--- src/design/aip_pkg.sv ---
// Shared types and constants of the ASCII integer parser.
package aip_pkg;

  localparam int unsigned FIFO_DEPTH_DEFAULT = 4;

  // Character classes handed from the classifier to the parser.
  typedef enum logic [2:0] {
    TK_TERM,
    TK_SPACE,
    TK_MINUS,
    TK_PLUS,
    TK_XCHAR,
    TK_DEC,
    TK_HEXL,
    TK_OTHER
  } kind_e;

  typedef struct packed {
    kind_e      kind;
    logic [3:0] digit;
  } token_t;

endpackage

--- src/design/aip_front.sv ---
// Input side: classifies each incoming word into a character token.
module aip_front (
  input  logic            text_byte_valid_i,
  output logic            text_byte_ready_o,
  input  logic [7:0]      text_byte_i,
  output logic            tok_valid_o,
  input  logic            tok_full_i,
  output aip_pkg::token_t tok_o
);

  localparam logic [7:0] ChNul   = 8'h00;
  localparam logic [7:0] ChTab   = 8'h09;
  localparam logic [7:0] ChLf    = 8'h0A;
  localparam logic [7:0] ChCr    = 8'h0D;
  localparam logic [7:0] ChSpace = 8'h20;
  localparam logic [7:0] ChPlus  = 8'h2B;
  localparam logic [7:0] ChMinus = 8'h2D;
  localparam logic [7:0] ChZero  = 8'h30;
  localparam logic [7:0] ChNine  = 8'h39;
  localparam logic [7:0] ChUpA   = 8'h41;
  localparam logic [7:0] ChUpF   = 8'h46;
  localparam logic [7:0] ChUpX   = 8'h58;
  localparam logic [7:0] ChLoA   = 8'h61;
  localparam logic [7:0] ChLoF   = 8'h66;
  localparam logic [7:0] ChLoX   = 8'h78;

  assign text_byte_ready_o = !tok_full_i;
  assign tok_valid_o       = text_byte_valid_i && !tok_full_i;

  always_comb begin
    tok_o.kind  = aip_pkg::TK_OTHER;
    tok_o.digit = text_byte_i[3:0];
    if (text_byte_i == ChNul) begin
      tok_o.kind = aip_pkg::TK_TERM;
    end else if (text_byte_i inside {ChSpace, ChTab, ChLf, ChCr}) begin
      tok_o.kind = aip_pkg::TK_SPACE;
    end else if (text_byte_i == ChMinus) begin
      tok_o.kind = aip_pkg::TK_MINUS;
    end else if (text_byte_i == ChPlus) begin
      tok_o.kind = aip_pkg::TK_PLUS;
    end else if (text_byte_i inside {ChUpX, ChLoX}) begin
      tok_o.kind = aip_pkg::TK_XCHAR;
    end else if (text_byte_i inside {[ChZero:ChNine]}) begin
      tok_o.kind = aip_pkg::TK_DEC;
    end else if (text_byte_i inside {[ChUpA:ChUpF], [ChLoA:ChLoF]}) begin
      // letter a..f has low bits 1..6, add 9 for 10..15
      tok_o.kind  = aip_pkg::TK_HEXL;
      tok_o.digit = {1'b0, text_byte_i[2:0]} + 4'd9;
    end
  end

endmodule

--- src/design/aip_fifo.sv ---
// Short token queue between the classifier and the parser.
module aip_fifo #(
  parameter int unsigned DEPTH = aip_pkg::FIFO_DEPTH_DEFAULT
) (
  input  logic            clk_i,
  input  logic            rst_ni,
  input  logic            push_i,
  input  aip_pkg::token_t push_data_i,
  output logic            full_o,
  output logic            pop_valid_o,
  input  logic            pop_i,
  output aip_pkg::token_t pop_data_o
);

  localparam int unsigned PtrW = (DEPTH > 1) ? $clog2(DEPTH) : 1;
  localparam int unsigned CntW = $clog2(DEPTH + 1);

  aip_pkg::token_t mem_q [DEPTH];
  logic [PtrW-1:0] wr_ptr_q, wr_ptr_d;
  logic [PtrW-1:0] rd_ptr_q, rd_ptr_d;
  logic [CntW-1:0] count_q, count_d;

  assign full_o      = (count_q == CntW'(DEPTH));
  assign pop_valid_o = (count_q != '0);
  assign pop_data_o  = mem_q[rd_ptr_q];

  always_comb begin
    wr_ptr_d = wr_ptr_q;
    rd_ptr_d = rd_ptr_q;
    count_d  = count_q;
    if (push_i) begin
      wr_ptr_d = (wr_ptr_q == PtrW'(DEPTH - 1)) ? '0 : wr_ptr_q + 1'b1;
    end
    if (pop_i) begin
      rd_ptr_d = (rd_ptr_q == PtrW'(DEPTH - 1)) ? '0 : rd_ptr_q + 1'b1;
    end
    if (push_i && !pop_i) begin
      count_d = count_q + 1'b1;
    end else if (!push_i && pop_i) begin
      count_d = count_q - 1'b1;
    end
  end

  always_ff @(posedge clk_i or negedge rst_ni) begin
    if (!rst_ni) begin
      wr_ptr_q <= '0;
      rd_ptr_q <= '0;
      count_q  <= '0;
    end else begin
      wr_ptr_q <= wr_ptr_d;
      rd_ptr_q <= rd_ptr_d;
      count_q  <= count_d;
    end
  end

  always_ff @(posedge clk_i) begin
    if (push_i) begin
      mem_q[wr_ptr_q] <= push_data_i;
    end
  end

endmodule

--- src/design/aip_back.sv ---
// Parser side: runs the phase machine and accumulator, registers each result.
module aip_back (
  input  logic               clk_i,
  input  logic               rst_ni,
  input  logic               tok_valid_i,
  input  aip_pkg::token_t    tok_i,
  output logic               tok_pop_o,
  output logic               parsed_value_valid_o,
  input  logic               parsed_value_ready_i,
  output logic signed [31:0] parsed_value_o
);

  localparam logic [2:0] PhSkip = 3'd0;
  localparam logic [2:0] PhSign = 3'd1;
  localparam logic [2:0] PhZero = 3'd2;
  localparam logic [2:0] PhDec  = 3'd3;
  localparam logic [2:0] PhHex  = 3'd4;
  localparam logic [2:0] PhDone = 3'd5;

  logic [2:0]  phase_q, phase_d;
  logic        neg_q, neg_d;
  logic        hex_q, hex_d;
  logic [31:0] acc_q, acc_d;
  logic        out_valid_q, out_valid_d;
  logic [31:0] out_data_q, out_data_d;
  logic        is_term;
  logic [2:0]  eff_phase;
  logic [31:0] acc_dec;
  logic [31:0] acc_hex;
  logic        is_digit;

  assign is_term   = (tok_i.kind == aip_pkg::TK_TERM);
  // a terminator waits only while the result register is still occupied
  assign tok_pop_o = tok_valid_i && (!is_term || !out_valid_q || parsed_value_ready_i);

  assign parsed_value_valid_o = out_valid_q;
  assign parsed_value_o       = $signed(out_data_q);

  assign acc_dec  = {acc_q[28:0], 3'b000} + {acc_q[30:0], 1'b0} + {28'd0, tok_i.digit};
  assign acc_hex  = {acc_q[27:0], tok_i.digit};
  assign is_digit = (tok_i.kind == aip_pkg::TK_DEC);

  always_comb begin
    phase_d     = phase_q;
    neg_d       = neg_q;
    hex_d       = hex_q;
    acc_d       = acc_q;
    out_valid_d = out_valid_q;
    out_data_d  = out_data_q;
    eff_phase   = phase_q;

    if (parsed_value_ready_i) begin
      out_valid_d = 1'b0;
    end

    if (tok_pop_o) begin
      if (is_term) begin
        out_valid_d = 1'b1;
        out_data_d  = (!hex_q && neg_q) ? (~acc_q + 32'd1) : acc_q;
        phase_d     = PhSkip;
        neg_d       = 1'b0;
        hex_d       = 1'b0;
        acc_d       = '0;
      end else begin
        // leave skip on anything but blanks; a non-sign is handled as after sign
        if (phase_q == PhSkip) begin
          eff_phase = PhSkip;
          case (tok_i.kind)
            aip_pkg::TK_SPACE: eff_phase = PhSkip;
            aip_pkg::TK_MINUS: begin
              neg_d   = 1'b1;
              phase_d = PhSign;
            end
            aip_pkg::TK_PLUS:  phase_d = PhSign;
            default:           eff_phase = PhSign;
          endcase
        end
        case (eff_phase)
          PhSign: begin
            if (is_digit && tok_i.digit == 4'd0) begin
              phase_d = PhZero;
            end else if (is_digit) begin
              acc_d   = {28'd0, tok_i.digit};
              phase_d = PhDec;
            end else begin
              phase_d = PhDone;
            end
          end
          PhZero: begin
            if (tok_i.kind == aip_pkg::TK_XCHAR) begin
              hex_d   = 1'b1;
              phase_d = PhHex;
            end else if (is_digit) begin
              acc_d   = {28'd0, tok_i.digit};
              phase_d = PhDec;
            end else begin
              phase_d = PhDone;
            end
          end
          PhDec: begin
            if (is_digit) begin
              acc_d = acc_dec;
            end else begin
              phase_d = PhDone;
            end
          end
          PhHex: begin
            if (is_digit || tok_i.kind == aip_pkg::TK_HEXL) begin
              acc_d = acc_hex;
            end else begin
              phase_d = PhDone;
            end
          end
          default: begin
            // skip and done phases hold; unused codes behave as done
          end
        endcase
      end
    end
  end

  always_ff @(posedge clk_i or negedge rst_ni) begin
    if (!rst_ni) begin
      phase_q     <= PhSkip;
      neg_q       <= 1'b0;
      hex_q       <= 1'b0;
      acc_q       <= '0;
      out_valid_q <= 1'b0;
    end else begin
      phase_q     <= phase_d;
      neg_q       <= neg_d;
      hex_q       <= hex_d;
      acc_q       <= acc_d;
      out_valid_q <= out_valid_d;
    end
  end

  always_ff @(posedge clk_i) begin
    out_data_q <= out_data_d;
  end

endmodule

--- src/design/ascii_integer_parser.sv ---
// Top level of the ASCII integer parser: classifier, token queue and parser.
// Takes one character word per cycle while the queue has room, and gives one 32-bit
// value per zero terminator. A classifier tags each byte (blank, sign, x, digit and its
// value) into a FIFO_DEPTH-entry queue; the parser pops one token per cycle, unless a
// terminator waits on the result register, and folds it into the accumulator with
// one shift-add step. The result is registered and held on parsed_value_o until taken.
// A result still waiting at the output stalls only the next terminator; digits keep
// flowing, and input backs up only once the queue is full.
module ascii_integer_parser #(
  parameter int unsigned FIFO_DEPTH = aip_pkg::FIFO_DEPTH_DEFAULT
) (
  input  logic               clk_i,
  input  logic               rst_ni,
  input  logic               text_byte_valid_i,
  output logic               text_byte_ready_o,
  input  logic [7:0]         text_byte_i,
  output logic               parsed_value_valid_o,
  input  logic               parsed_value_ready_i,
  output logic signed [31:0] parsed_value_o
);

  aip_pkg::token_t push_tok;
  aip_pkg::token_t pop_tok;
  logic            push;
  logic            full;
  logic            pop_valid;
  logic            pop;

  aip_front u_front (
    .text_byte_valid_i (text_byte_valid_i),
    .text_byte_ready_o (text_byte_ready_o),
    .text_byte_i       (text_byte_i),
    .tok_valid_o       (push),
    .tok_full_i        (full),
    .tok_o             (push_tok)
  );

  aip_fifo #(
    .DEPTH (FIFO_DEPTH)
  ) u_fifo (
    .clk_i       (clk_i),
    .rst_ni      (rst_ni),
    .push_i      (push),
    .push_data_i (push_tok),
    .full_o      (full),
    .pop_valid_o (pop_valid),
    .pop_i       (pop),
    .pop_data_o  (pop_tok)
  );

  aip_back u_back (
    .clk_i                (clk_i),
    .rst_ni               (rst_ni),
    .tok_valid_i          (pop_valid),
    .tok_i                (pop_tok),
    .tok_pop_o            (pop),
    .parsed_value_valid_o (parsed_value_valid_o),
    .parsed_value_ready_i (parsed_value_ready_i),
    .parsed_value_o       (parsed_value_o)
  );

endmodule

--- config.mk ---
export PLATFORM = sky130hd
export DESIGN_NAME = ascii_integer_parser
export DESIGN_NICKNAME = d
export VERILOG_FILES = /design/src/design/aip_pkg.sv /design/src/design/aip_front.sv /design/src/design/aip_fifo.sv /design/src/design/aip_back.sv /design/src/design/ascii_integer_parser.sv
export SDC_FILE = /design/constraint.sdc
export NUM_CORES = 1
export LEC_CHECK = 0
export BUFFER_PORTS_ARGS = -buffer_cell sky130_fd_sc_hd__buf_2
export CORE_MARGIN = 8
export CORE_UTILIZATION = 25
export DETAILED_ROUTE_END_ITERATION = 10
export PLACE_DENSITY = 0.4
export REMOVE_ABC_BUFFERS = 1
export SLEW_MARGIN = 10
export SYNTH_ARGS = -nofsm -noshare
export SYNTH_HDL_FRONTEND = slang
export SYNTH_SLANG_ARGS = --single-unit
--- constraint.sdc ---
create_clock -name clk_i -period 5.5 [get_ports clk_i]
set_clock_uncertainty 0.15 [all_clocks]
set_input_delay 1.375 -clock clk_i [delete_from_list [all_inputs] [get_ports clk_i]]
set_output_delay 1.375 -clock clk_i [all_outputs]
set_load 0.005 [all_outputs]
==> results.yml, run 1 <==
clocking:
  holdBufCountCts: 0
  post_cts_buffers: 0
  clk_path_buf_depth: 2
  cts_buffers: 9
  cts_tree: "yes"
  clock-sinks: 105
  cts_resized: 0
  insertion_delay_ps: 370
  htreeDepth: 3
  clk_pin_slew_ps: 90
  cts-root-buf: "clkbuf_16"
worst_setup_path:
  crit_start: "u_fifo.rd_ptr_q[0]"
  cp_slowest_cell: "dfrtp_1"
  cpPeakStageDelay_ps: 650
  path_cells: "mux4_2 -> ha_1 -> ha_1 -> fa_1 -> a21o_1 -> a221oi_1 -> o21bai_1 -> a31o_2 -> a311oi_1 -> o21ai_0 -> or2_0 -> a32oi_1 -> o21ai_1"
  r2r_start: "u_fifo.rd_ptr_q[0]"
  cp_max_fo: 10
  critPathMostFrequentCell: "ha_1"
  cp.arrival_ps: 4930
  path_delay_family: "compound AO/OA/AOI/OAI gates"
  required_ps: 5580
  critPathBufInv: 0
  end_kind: "flop"
  r2r_slack_ps: 650
  critPathKind: "flop to flop"
  start_kind: "flop"
die:
  core.rowCount: 61
  core_area_mm2: 0.0276
  die_h_um: 183
  dieArea_mm2: 0.0335
  io_pins: 46
  start_util_pct: 25.2
  die_w_um: 183
finish:
  final_common_cell: "nand2_1"
  final_cell_area_mm2: 0.00792
  area_growth_pct: 13.8
  final_cell_mix: "75 x nand2_1, 70 x ha_1, 60 x edfxtp_1, 47 x nor2_1"
  num-nets-final: 797
  drive_gt1_share_pct: 12.3
  antennaDiodeCount: 0
yosys:
  avgSynthCellArea_um2: 10.3
  ys.flop_type: "edfxtp_1"
  synth_seq_cells: 105
  netlist_area_mm2: 0.00696
  yosys_warnings: 0
  synthArstFlopShare_pct: 42.9
  netlist_instances: 679
  yosysSeqAreaShare_pct: 42.0
  synth_edf_count: 60
  ys_types: 65
timing:
  post-route-min-period_ps: 4850
  slew_headroom_pct: 26.5
  setup-tns-final_ps: 0
  rsz0062_at_grt: "no"
  hold_violations: 0
  drv_slew: 0
  whs_ps: 356
  tightest_slew_ps: 1100
  finalSetupViolations: 0
  fmax_ghz: 0.206
  fin_crit_sh_pct: 88.2
outcome:
  outcome: "completed"
global_route:
  grt-ovfl-total: 0
  grt_pass1_wl_mm: 29.0
  grt_antenna_before_repair: 0
  track_usage_pct: 10.8
  grt_pass1_vias: 5550
  grt_max_degree: 46
routing:
  drt-total-wl_mm: 17.3
  dr.pass1.iters: 5
  viasPerCell: 4.80
  final_antenna_net_count: 0
  vias: 5260
  wl_per_cell_um: 15.8
  drt_iter0_markers: 287
  remaining_drc_errors: 0
power:
  pwr_density_cell_mw_per_mm2: 417
  irDropWorstVdd_v: 0.000156
  p_leak_nw: 3.34
worst_hold_path:
  worstHoldPathType: "flop to flop"
  hold_start: "u_fifo.count_q[2]"
placed_design:
  placed_area_mm2: 0.00760
  portBuffers: 45
  hpwl_mm: 12.8
  gp_congestion: 0.816
flow_run:
  maxCapViolCount: 0
flip-flops by register name, indices dropped and copies added, names as in the netlist:
name                         cells
u_back.parsed_value_o           32
u_fifo.rd_ptr_q                  2
u_fifo.mem_q                    28
u_back.phase_q                   3
u_back.neg_q                     1
u_back.hex_q                     1
u_back.acc_q                    32
u_fifo.wr_ptr_q                  2
u_back.parsed_value_valid_o      1
u_fifo.count_q                   3
per-layer routing:
layer,routed length [µm],up-vias,GRT usage [%]
met5,0,-,0
met4,282,0,3.51
met3,720,23,2.28
met2,8530,101,19.0
met1,7770,2544,12.9
li1,-,2592,-
Yosys cell counts (18+ instances only):
cell | n | area share [%]
o31ai_1 | 18 | 1.9
ha_1 | 70 | 13
clkbuf_1 | 24 | 1.3
edfxtp_1 | 60 | 26
o21ai_0 | 42 | 3.0
dfrtp_1 | 45 | 16
a21oi_1 | 36 | 2.6
a22oi_1 | 21 | 2.3
xor2_1 | 18 | 2.3
nor2_1 | 48 | 2.6
nand2_1 | 75 | 4.0
xnor2_1 | 45 | 5.7
logic make-up (layout without fill, tap and decap cells):
| logic type | Yosys count | count (layout) | share of synthesized area [%] |
|---|---|---|---|
| and+or+nand+nor | 192 | 192 | 12.9 |
| muxes | 17 | 17 | 3.77 |
| adders and majority gates | 73 | 73 | 13.4 |
| DFF | 105 | 105 | 42.0 |
| xor gates and xnor gates | 63 | 63 | 7.92 |
| AOI/OAI and AO/OA | 182 | 182 | 17.3 |
| buffers and inverters | 47 | 85 | 2.62 |
report_power, final:
part           switching (mW)  internal [mW]
Clock                   0.354          0.332
Combinational           0.874          0.560
Sequential              0.165           1.01
final timing paths:
path                            cells after the start                 end
min in group asynchronous                           2  u_fifo.wr_ptr_q[1]
worst max register to register                     13    u_back.acc_q[28]
worst min register to register                      1   u_fifo.count_q[2]
max in group asynchronous                           2    u_back.acc_q[27]
worst min-delay path                                1   u_fifo.count_q[2]
worst max-delay path                               13    u_back.acc_q[28]
stage by stage:
step                util [%]  std cells  total power, mW  worst slack [ps]
global route            28.7       1095             3.58               179
detailed placement      27.5       1079             2.66               625
CTS                     28.7       1095             3.36               582
global placement        27.5       1079             2.65               724
finish                  28.7       1095             3.30               649
floorplan                  -        649             2.19               244
cell type report:
class                      instances  area (µm²)
clock inverter                     7        93.8
multi-input combinational        527        3860
timing repair buffer              52         278
inverter                          17        63.8
sequential                       105        2930
fill                            2920       19700
tap                              378         473
clock buffer                       9         225
Note: power is estimated with default switching activity, not from simulation.
==> run 2: changes to the inputs <==
Settings changed: BUFFER_PORTS_ARGS -buffer_cell sky130_fd_sc_hd__buf_2 to unset, CORE_UTILIZATION 25 to 61, DONT_BUFFER_PORTS set to 1, MAX_ROUTING_LAYER set to met4, PLACE_DENSITY 0.4 to 0.77.
==> run 2 against run 1 <==
Clock power down 0.7%; cell count is 26% lower; sequential share of layout area rose by 2.7 points; core utilization is 37 points higher; final area shrank 6.9%; count of clock-buffer cells in the layout unchanged; largest cell class unchanged; highest routed layer unchanged.
==> results.yml, run 2 (same netlist as run 1, synthesis figures left out) <==
clocking:
  cts_resized: 0
  cts_buffers: 9
  post_cts_buffers: 0
  insertion_delay_ps: 350
  cts-root-buf: "clkbuf_16"
  cts_tree: "yes"
  holdBufCountCts: 0
  clk_pin_slew_ps: 70
  clock-sinks: 105
  htreeDepth: 3
  clk_path_buf_depth: 2
global_route:
  grt_busiest_layer: "met2"
  grt_pass1_wl_mm: 25.3
  grt_antenna_before_repair: 0
  grt_max_degree: 52
  met3_usage_pct: 3.86
  met2_usage_pct: 37.0
  globalRouteMet1Util_pct: 24.8
  grt_pass1_vias: 5271
  grt-ovfl-total: 0
  track_usage_pct: 21.7
worst_setup_path:
  required_ps: 5550
  end_kind: "flop"
  cp_max_fo: 10
  start_kind: "flop"
  cp.arrival_ps: 4890
  critPathMostFrequentCell: "ha_1"
  cpPeakStageDelay_ps: 670
  critPathBufInv: 0
  path_cells: "mux4_2 -> ha_1 -> ha_1 -> fa_1 -> a21o_1 -> a221oi_1 -> o21bai_1 -> a31o_2 -> a311oi_1 -> o21ai_0 -> or2_0 -> a32oi_1 -> o21ai_1"
  cp_slowest_cell: "dfrtp_1"
  critPathKind: "flop to flop"
  path_delay_family: "compound AO/OA/AOI/OAI gates"
finish:
  area_growth_pct: 5.96
  antennaDiodeCount: 0
  num-nets-final: 749
  drive_gt1_share_pct: 5.98
  fill_cells: 846
  final_cell_mix: "75 x nand2_1, 70 x ha_1, 60 x edfxtp_1, 47 x nor2_1"
  final_common_cell: "nand2_1"
  layoutNonFillerInstCount: 812
worst_hold_path:
  worstHoldPathType: "flop to flop"
routing:
  remaining_drc_errors: 0
  drt_iter0_markers: 435
  viasPerCell: 6.39
  final_antenna_net_count: 0
  drt-total-wl_mm: 15.2
  dr.pass1.iters: 5
  vias: 5188
  wl_per_cell_um: 18.7
power:
  finalPower_mw: 3.25
  irDropWorstVdd_v: 0.000354
  p_leak_nw: 3.16
  pwr_density_cell_mw_per_mm2: 441
die:
  io_pins: 46
  core_area_mm2: 0.0113
  dieArea_mm2: 0.0151
  core.rowCount: 39
  start_util_pct: 61.8
  die_w_um: 123
  die_h_um: 123
timing:
  hold_violations: 0
  fin_crit_sh_pct: 88.0
  finalSetupViolations: 0
  slew_headroom_pct: 32.9
  setup-tns-final_ps: 0
  post-route-min-period_ps: 4840
  setup_ws_ps: 661
  fmax_ghz: 0.207
  whs_ps: 356
  drv_slew: 0
  tightest_slew_ps: 1000
  rsz0062_at_grt: "no"
placed_design:
  portBuffers: 0
  pre_cts_slack_ps: 767
  hpwl_mm: 11.0
  dpl.cell_count: 796
  gp_congestion: 0.899
outcome:
  outcome: "completed"
flow_run:
  maxCapViolCount: 0
==> run 2: changes by cell type in the layout (fill, tap and decap cells not counted) <==
cell / before / now
clkinv_8: 3 / 0
inv_6: 0 / 2
buf_4: 7 / 4
bufinv_16: 0 / 2
clkinv_2: 0 / 3
buf_2: 45 / 0
inv_8: 4 / 0
==> run 2: worst register-to-register path: cells and delay by family (launching register included) <==
kind                     cells  cell delay [ps]
AO/OA/AOI/OAI                8             2090
adder cells (fa/ha/maj)      3              960
flip-flops                   1              670
multiplexers                 1              610
AND/OR/NAND/NOR              1              220
==> run 2: final timing paths <==
| kind | from | depth (start not counted) | slack [ps] | to |
|---|---|---|---|---|
| worst max-delay path | u_fifo.rd_ptr_q[0] | 13 | 660 | u_back.acc_q[28] |
| worst min-delay path | u_fifo.count_q[2] | 1 | 360 | u_fifo.count_q[2] |
| worst max register to register | u_fifo.rd_ptr_q[0] | 13 | 660 | u_back.acc_q[28] |
| worst min register to register | u_fifo.count_q[2] | 1 | 360 | u_fifo.count_q[2] |
| max in group asynchronous | rst_ni | 0 | 4530 | u_back.acc_q[26] |
| min in group asynchronous | rst_ni | 0 | 570 | u_back.acc_q[10] |
==> run 2: final cells by class <==
cell class	count	area, µm²	share of cell area [%]
clock buffer	9	225	3.05
clock inverter	7	92.6	1.25
sequential	105	2930	39.7
timing repair buffer	4	30.0	0.407
multi-input combinational	527	3860	52.3
inverter	17	63.8	0.865
tap	143	179	2.42
==> run 2: layer usage <==
metal,wire length (µm),vias up
met3,678,31
met2,7640,145
met4,409,0
met1,6450,2512
li1,-,2500
met5,0,-
==> run 2: where the power goes <==
group	switching [mW]	total (mW)	internal (mW)	leakage, nW
Clock	0.282	0.682	0.400	0.160
Sequential	0.175	1.19	1.02	1.13
Combinational	0.854	1.38	0.528	1.86
Total	1.31	3.25	1.94	3.16
==> run 2: metrics by stage <==
stage / area, µm² / util, %
3_5_place_dp: 7060 / 62.6
2_1_floorplan: 6850 / -
6_report: 7380 / 65.5
3_3_place_gp: 7060 / 62.6
4_1_cts: 7380 / 65.5
5_1_grt: 7380 / 65.5
==> run 3: changes to the inputs <==
==> constraint.sdc (replaced) <==
create_clock -name clk_i -period 5.5 [get_ports clk_i]
set_clock_uncertainty 0.15 [all_clocks]
set_input_delay 0.275 -clock clk_i [delete_from_list [all_inputs] [get_ports clk_i]]
set_output_delay 0.275 -clock clk_i [all_outputs]
set_load 0.005 [all_outputs]
==> run 3 against run 2 <==
Via count grew 0.25%; die area is the same; clock power is essentially flat; critical path type unchanged; flip-flop and latch count is the same; non-clock buffer count grew 2; hold slack lost 310 ps; core utilization grew 0.33 points; cell count grew 0.25%; sequential power is essentially flat; power grew 0.39%; combinational power is essentially flat.
==> results.yml, run 3 (same netlist as run 1, synthesis figures left out) <==
outcome:
  outcome: "completed"
clocking:
  clock-sinks: 105
  post_cts_buffers: 0
  cts-root-buf: "clkbuf_16"
  cts_tree: "yes"
  insertion_delay_ps: 340
  htreeDepth: 3
  clk_path_buf_depth: 2
  clk_pin_slew_ps: 70
  cts_buffers: 9
worst_setup_path:
  cp_max_fo: 10
  r2r_cells: 13
  required_ps: 5560
  cpPeakStageDelay_ps: 670
  cp_slowest_cell: "dfrtp_1"
  cp.arrival_ps: 4870
  path_cells: "mux4_2 -> ha_1 -> ha_1 -> fa_1 -> a21o_1 -> a221oi_1 -> o21bai_1 -> a31o_2 -> a311oi_1 -> o21ai_0 -> or2_0 -> a32oi_1 -> o21ai_1"
  critPathKind: "flop to flop"
  end_kind: "flop"
  path_delay_family: "compound AO/OA/AOI/OAI gates"
  r2r_start: "u_fifo.rd_ptr_q[0]"
  start_kind: "flop"
  critPathMostFrequentCell: "ha_1"
  r2r_slack_ps: 690
  critPathBufInv: 0
  r2r-end: "u_back.acc_q[28]"
die:
  start_util_pct: 61.8
  die_w_um: 123
  io_pins: 46
  core_area_mm2: 0.0113
  dieArea_mm2: 0.0151
  core.rowCount: 39
  die_h_um: 123
routing:
  remaining_drc_errors: 0
  final_antenna_net_count: 0
  viasPerCell: 6.39
  drt-total-wl_mm: 15.3
  wl_per_cell_um: 18.8
  vias: 5201
  drt_iter0_markers: 400
  dr.pass1.iters: 5
global_route:
  track_usage_pct: 21.9
  grt_pass1_wl_mm: 25.5
  grt_pass1_vias: 5311
  grt_antenna_before_repair: 0
  grt_max_degree: 52
  grt-ovfl-total: 0
timing:
  slew_headroom_pct: 33.0
  fmax_ghz: 0.208
  post-route-min-period_ps: 4810
  setup_ws_ps: 687
  fin_crit_sh_pct: 87.5
  rsz0062_at_grt: "no"
  hold_violations: 0
  drv_slew: 0
  setup-tns-final_ps: 0
  finalSetupViolations: 0
  tightest_slew_ps: 1000
finish:
  multiInputGateArea_mm2: 0.00386
  drive_gt1_share_pct: 6.11
  utilization_pct: 65.8
  fill_cells: 845
  final_common_cell: "nand2_1"
  layoutNonFillerInstCount: 814
  area_growth_pct: 6.50
  num-nets-final: 751
  final_cell_mix: "75 x nand2_1, 70 x ha_1, 60 x edfxtp_1, 47 x nor2_1"
  antennaDiodeCount: 0
  layout.area.seq_mm2: 0.00293
worst_hold_path:
  whs_path_depth: 2
  worstHoldPathType: "input pin to flop"
  hold_start: "parsed_value_ready_i"
  hold-path-endpoint: "u_back.parsed_value_valid_o"
placed_design:
  dpl.cell_count: 796
  pre_cts_slack_ps: 767
  gp_congestion: 0.899
  hpwl_mm: 11.0
  portBuffers: 0
power:
  finalPower_mw: 3.27
  seq_power_share_pct: 36.4
  pwr_density_cell_mw_per_mm2: 441
  p_comb_share_pct: 42.6
  p_leak_nw: 3.17
  irDropWorstVdd_v: 0.000353
  switchingPower_mw: 1.32
  p_int_mw: 1.95
  clock_power_share_pct: 20.9
  swShare_pct: 40.5
flow_run:
  maxCapViolCount: 0
run 3: changes by cell type in the layout (fill, tap and decap cells not counted):
| cell | previous run | this run |
|---|---|---|
| buf_16 | 0 | 1 |
| dlygate4sd3_1 | 0 | 1 |
run 3: area by class of cell:
cell class | instances | share of cell area (%)
tap | 143 | 2.41
multi-input combinational | 527 | 52.1
sequential | 105 | 39.5
inverter | 17 | 0.860
timing repair buffer | 6 | 0.911
clock inverter | 7 | 1.25
clock buffer | 9 | 3.04
run 3: worst reg2reg max path: cells and delay by family, from the launching register on:
kind / cells / cell delay [ps]
AO/OA/AOI/OAI: 8 / 2080
adder cells (fa/ha/maj): 3 / 950
flip-flops: 1 / 670
multiplexers: 1 / 610
AND/OR/NAND/NOR: 1 / 220
run 3: worst max-delay path by stage:
| stage | start | endpoint | cells after the start |
|---|---|---|---|
| finish | u_fifo.rd_ptr_q[0] | u_back.acc_q[28] | 13 |
| global route | u_fifo.rd_ptr_q[0] | u_back.acc_q[28] | 13 |
| CTS | u_fifo.rd_ptr_q[0] | u_back.acc_q[28] | 13 |
| detailed placement | u_fifo.rd_ptr_q[0] | u_back.acc_q[28] | 13 |
| global placement | u_fifo.rd_ptr_q[0] | u_back.acc_q[28] | 13 |
| floorplan | u_fifo.rd_ptr_q[0] | u_back.parsed_value_o[0] | 6 |
run 3: per-stage QoR:
step,instance area [µm²],hold WS [ps]
final,7420,42.2
after global routing,7420,63.0
after CTS,7420,34.8
after detailed placement,7060,-169
after global placement,7060,-168
after floorplan,6850,-171
run 3: power groups by stage:
stage	logic, mW	registers (mW)	clock network (mW)
finish	1.39	1.19	0.684
global route	1.54	1.21	0.727
CTS	1.39	1.19	0.691
detailed placement	1.37	1.21	0
global placement	1.31	1.19	0
floorplan	1.04	1.15	0
run 3: layer usage:
metal | global-route usage, % | routed length [µm]
met2 | 37.3 | 7680
met3 | 3.91 | 648
met1 | 24.9 | 6520
met4 | 9.22 | 456
met5 | - | 0
run 3: repair_timing:
action                                 in CTS  in global routing
hold buffers                                2                  0
endpoints found under the hold margin      45                  0
resized for setup                           0                  0
